### src/design/tsd_ram.sv
module tsd_ram #(
    parameter int WIDTH = 8,
    parameter int DEPTH = 16
) (
    input  logic                                 clk,
    input  logic                                 we,
    input  logic [(DEPTH > 1 ? $clog2(DEPTH) : 1)-1:0] waddr,
    input  logic [WIDTH-1:0]                     wdata,
    input  logic [(DEPTH > 1 ? $clog2(DEPTH) : 1)-1:0] raddr,
    output logic [WIDTH-1:0]                     rdata
);
    logic [WIDTH-1:0] mem [DEPTH];

    always_ff @(posedge clk)
    begin
        if (we)
        begin
            mem[waddr] <= wdata;
        end
        rdata <= mem[raddr];
    end
endmodule
### config.mk
export PLATFORM = sky130hd
export DESIGN_NAME = tsd_ram
export DESIGN_NICKNAME = d
export VERILOG_FILES = /design/src/design/tsd_ram.sv
export SDC_FILE = /design/constraint.sdc
export NUM_CORES = 1
export LEC_CHECK = 0
export ABC_CLOCK_PERIOD_IN_PS = 2630
export BUFFER_PORTS_ARGS = -buffer_cell sky130_fd_sc_hd__buf_2
export CAP_MARGIN = 30
export CORE_UTILIZATION = 30
export CTS_BUF_LIST = sky130_fd_sc_hd__clkbuf_2
export CTS_CLUSTER_DIAMETER = 100
export DETAILED_ROUTE_END_ITERATION = 10
export PLACE_DENSITY_LB_ADDON = 0.05
export REMOVE_ABC_BUFFERS = 1
export SYNTH_ARGS = -nofsm -noshare
export SYNTH_HDL_FRONTEND = slang
export SYNTH_SLANG_ARGS = --single-unit
### constraint.sdc
create_clock -name clk -period 2.63 [get_ports clk]
set_clock_uncertainty 0.05 [all_clocks]
set_input_delay 0.3945 -clock clk [delete_from_list [all_inputs] [get_ports clk]]
set_output_delay 0.3945 -clock clk [all_outputs]
set_load 0.005 [all_outputs]
==> results.cfg, run 1 <==
[yosys]
synth_area_per_cell_um2 = 22.5
ys_ff_latch = 136
synth_top_area_share_pct = 74.7
synth_area_leaders = edfxtp_1 75%, mux4_2 7.9%, mux4_1 7.1%
synth_area_mm2 = 0.00515
synth.yosys.seq_area_share_pct = 77.8
synthCells = 229
synth_cell_types = 19
yosys_warnings = 0
netlist.top_cell.by_area = edfxtp_1

[routing]
antenna_left = 0
vias_per_cell = 4.66
drc = 0
wirelength_um = 11400
drtPass1Iterations = 4
drt_iter0_markers = 137
wl_per_cell_um = 21.5
vias = 2467

[clock_network]
cts_buffers = 17
cts_resized = 0
cts_tree = done
cts.sink_count = 136
clk_pin_slew_ps = 180
htree_levels = 4
cts_buffer_depth = 2
clkLatencyLatePin_ps = 670
cts_root_buf = clkbuf_2

[floorplan]
core_region_area_mm2 = 0.0166
die_y_um = 133
start_util_pct = 30.9
ios = 26
rows = 47
design.die.area_mm2 = 0.0177
dieWidth_um = 133

[timing]
max_freq_mhz = 610
fin_crit_ps = 1640
slew-limit-headroom_pct = 62.6
finalCritPeriodShare_pct = 62.3
slew_violations = 0
tns_ps = 0
setup_violations = 0
worstMarginPinSlew_ps = 561
hold_viol = 0
rsz0062_at_grt = false
whs_ps = 204

[pwr]
intPower_mw = 2.95
p_per_area_mw_per_mm2 = 638
pwr-share-clk_pct = 29.5
vdd_ir_drop_max_uv = 216
p_leak_nw = 2.01
netSwitchingFraction_pct = 22.5
seq_power_share_pct = 64.1
switchingPower_mw = 0.856
p_comb_share_pct = 6.4

[global_route]
antenna_found_initial = 1
gr-total-overflow = 0
grt_max_degree = 33
grt_pass1_wl_um = 16700
track_usage_pct = 13.9
grt_pass1_vias = 2524

[final_layout]
fin_nets = 314
final_cells = 529
area_growth_pct = 15.8
mostFrequentLayoutCell = edfxtp_1
multi_input_area_mm2 = 0.00106
fillers = 1553
drive_above_1_share_pct = 31.8
regArea_mm2 = 0.00400
layout_common_cells = 128 x edfxtp_1, 25 x buf_2, 23 x buf_4

[placed_design]
dp_hpwl_um = 7310
dp_cells = 489
gp_congestion = 0.685
portBuffers = 25

[outcome]
outcome = completed

[setup_path]
worstPathCellList = buf_2
slowest_delay_ps = 410
crit_slowest_cell = dfxtp_1
reg2reg_depth = 3
worstSetupPathType = reg -> out
setup.worst_path.end_class = output port
cp_top_family = flip-flops
cp_num_buf_inv = 1
cp.depth = 1
critPathArrivalTime_ps = 1200
cp.required_ps = 2190
worstSetupStartpointType = flop
crit_fanout = 1

[hold_path]
min_path_cells = 4
hold_path_class = in -> reg

[run]
drv_cap = 0
cells in the mapped netlist:
master and n:
buf_4 1, and2b_1 1, and2_1 1, nand2b_1 2, or3b_2 1, nor3_1 4, nor2b_1 1, nand3_1 1
nand2_1 9, dfxtp_1 8, clkdlybuf4s25_2 3, nor2_1 13, mux4_2 18, nand3b_1 2, edfxtp_1 128, a22oi_1 16
buf_6 3, buf_2 3, mux4_1 14
per-stage QoR:
step / power (mW) / utilization (%) / setup WS [ps] / area [um2]
2_1_floorplan: 2.58 / - / 693 / 5060
3_3_place_gp: 2.73 / 34.1 / 538 / 5670
3_5_place_dp: 2.73 / 34.1 / 551 / 5670
4_1_cts: 3.88 / 35.8 / 871 / 5960
5_1_grt: 3.97 / 35.8 / 858 / 5960
6_report: 3.80 / 35.8 / 990 / 5960
flip-flops by register name, indices dropped and copies added, names as in the netlist:
signal	cells
mem	128
rdata	8
cell type report:
cell class | instances | area share [%]
flip-flops and latches | 136 | 67.2
clock buffers | 19 | 1.59
multi-input cells | 83 | 17.7
repair buffers | 58 | 7.01
well taps | 220 | 4.62
clock inverters | 12 | 1.85
diodes | 1 | 0.0420
power by group through the flow:
stage	logic, mW	clock network [mW]	registers [mW]
after CTS	0.251	1.19	2.44
final	0.244	1.12	2.44
after detailed placement	0.241	0	2.49
after global placement	0.242	0	2.49
after global routing	0.266	1.26	2.44
after floorplan	0.0971	0	2.48
routing by layer:
layer  up-vias  global-route usage (%)  part of all wire [%]
met2        53                    20.8                    46
li1       1107                       -                     -
met3        12                    3.60                   3.4
met5         -                       0                     0
met4         0                    6.32                   1.7
met1      1295                    19.0                    48
timing repair:
action	CTS	global route
setup buffers	0	0
endpoints found under the hold margin	128	0
hold buffers	8	0
cells by family after synthesis:
| kind of cell | share of synthesized area (%) |
|---|---|
| mux | 15.0 |
| simple gates | 3.18 |
| compound gates | 2.33 |
| flops | 77.8 |
| buf+inv | 1.68 |
worst paths after layout:
kind / from / endpoint / slack, ps
worst min register to register: mem[14][3]$_DFFE_PP_ / rdata[3]$_DFF_P_ / 650
worst max register to register: mem[11][6]$_DFFE_PP_ / rdata[6]$_DFF_P_ / 1080
worst min-delay path: raddr[2] / rdata[3]$_DFF_P_ / 200
worst max-delay path: rdata[6]$_DFF_P_ / rdata[6] / 990
Note: power is estimated with default switching activity, not from simulation.
==> inputs of run 2 (changes only) <==
- ABC_CLOCK_PERIOD_IN_PS: 2630 -> 1400
- clock period: 2.63 -> 1.4 ns (I/O delays scaled with it)
==> run 2 against run 1 <==
The run now ends with setup timing left. Utilization grew 1.8 points. Global-route usage shrank 0.33 points. Register-to-register slack lost 1100 ps. Combinational power grew 120%. Clock power grew 100%. Via count grew 2.1%. Non-clock buffer count grew 22. Sequential power grew 88%. Worst setup slack lost 1000 ps. Largest cell class unchanged.
==> results.cfg, run 2 (synthesis results as in run 1) <==
[timing]
setup_ws_ps = -30.9
rsz0062_at_grt = true
max_freq_mhz = 699
hold_viol = 0
slew-limit-headroom_pct = 35.3
worstMarginPinSlew_ps = 967
fin_crit_ps = 1430
slew_violations = 0
tns_ps = -46.3
whs_ps = 84.1
setup_violations = 3
finalCritPeriodShare_pct = 102

[routing]
wirelength_um = 10900
drt_iter0_markers = 149
wl_per_cell_um = 19.8
vias = 2519
vias_per_cell = 4.56
drtPass1Iterations = 4
drc = 0
antenna_left = 0

[floorplan]
ios = 26
start_util_pct = 30.9
design.die.area_mm2 = 0.0177
rows = 47
core_region_area_mm2 = 0.0166
dieWidth_um = 133
die_y_um = 133

[clock_network]
cts.sink_count = 136
cts_root_buf = clkbuf_2
clkLatencyLatePin_ps = 690
cts_buffers = 17
cts_tree = done
clk_pin_slew_ps = 180
cts_buffer_depth = 2
htree_levels = 4
postCtsSetupBuffers = 0

[placed_design]
placed_cell_area_mm2 = 0.00583
portBuffers = 25
gp_congestion = 0.720
dp_cells = 507
dp_hpwl_um = 7540

[global_route]
track_usage_pct = 13.6
antenna_found_initial = 1
grt_pass1_vias = 2639
grt_use_met3_pct = 3.64
grt.met1_usage_pct = 17.8
gr-total-overflow = 0
grt_pass1_wl_um = 16600
busiest_layer = met2
grt_max_degree = 25
met2_usage_pct = 20.9

[setup_path]
worstSetupStartpointType = flop
worstPathCellList = buf_6
critPathArrivalTime_ps = 1170
cp.required_ps = 1140
crit_fanout = 1
worstSetupPathType = reg -> out
crit_slowest_cell = dfxtp_2
cp_num_buf_inv = 1
cp_top_family = flip-flops
setup.worst_path.end_class = output port
slowest_delay_ps = 390

[final_layout]
area_growth_pct = 21.5
layout_common_cells = 128 x edfxtp_1, 38 x buf_4, 26 x mux4_2
biggestRegsByFlops = mem x128, rdata x8
largest-register = mem
design_area_mm2 = 0.00625
largest_register_ffs = 128
final_cells = 552
fin_nets = 336
mostFrequentLayoutCell = edfxtp_1
drive_above_1_share_pct = 42.0

[hold_path]
hold_path_class = in -> reg

[pwr]
vdd_ir_drop_max_uv = 463
p_per_area_mw_per_mm2 = 1180
p_leak_nw = 2.12

[outcome]
violations = setup timing
outcome = finished with violations

[run]
drv_cap = 0
## run 2: cell count changes in the layout (fill, tap and decap cells not counted), sizes merged
cell         before  now
dlygate4sd3       8   13
bufinv            2    3
clkinvlp          1    0
buf              50   67
clkinv            9   10
## run 2: final cells by class
| class | instances | area, um2 |
|---|---|---|
| timing repair buffer | 80 | 658 |
| multi-input combinational | 83 | 1070 |
| tap | 220 | 275 |
| clock buffer | 19 | 95.1 |
| antenna | 1 | 2.50 |
| sequential | 136 | 4010 |
| fill | 1544 | 10400 |
| clock inverter | 13 | 135 |
## run 2: repair_timing
action / in CTS / in global routing
pin swaps: 4 / 3
hold buffers: 13 / 0
gates resized for setup: 15 / 16
endpoints found under the hold margin: 164 / 0
endpoints found under the setup margin: 12 / 16
## run 2: final timing paths
check | start | to | slack [ps] | depth (start not counted)
worst min-delay path | raddr[2] | rdata[5]$_DFF_P_ | 80 | 4
worst max register to register | mem[3][6]$_DFFE_PP_ | rdata[6]$_DFF_P_ | 20 | 4
worst max-delay path | rdata[4]$_DFF_P_ | rdata[4] | -30 | 1
worst min register to register | mem[14][2]$_DFFE_PP_ | rdata[2]$_DFF_P_ | 650 | 3
## run 2: layer usage
layer | share of wire (%) | vias up
met2 | 47 | 60
met5 | 0 | -
li1 | - | 1141
met1 | 46 | 1302
met4 | 1.9 | 0
met3 | 4.3 | 16
## run 2: report_power, final
group          internal [mW]  switching (mW)
clock                  0.969            1.30
sequential              4.55          0.0326
combinational          0.280           0.268
total                   5.80            1.60
## run 2: through the flow
stage | util [%] | setup slack [ps] | total power [mW]
after global routing | 37.6 | -165 | 7.72
after CTS | 37.5 | -140 | 7.50
after detailed placement | 35.1 | -359 | 5.16
final | 37.6 | -30.9 | 7.40
after floorplan | - | -353 | 4.84
after global placement | 35.1 | -383 | 5.16
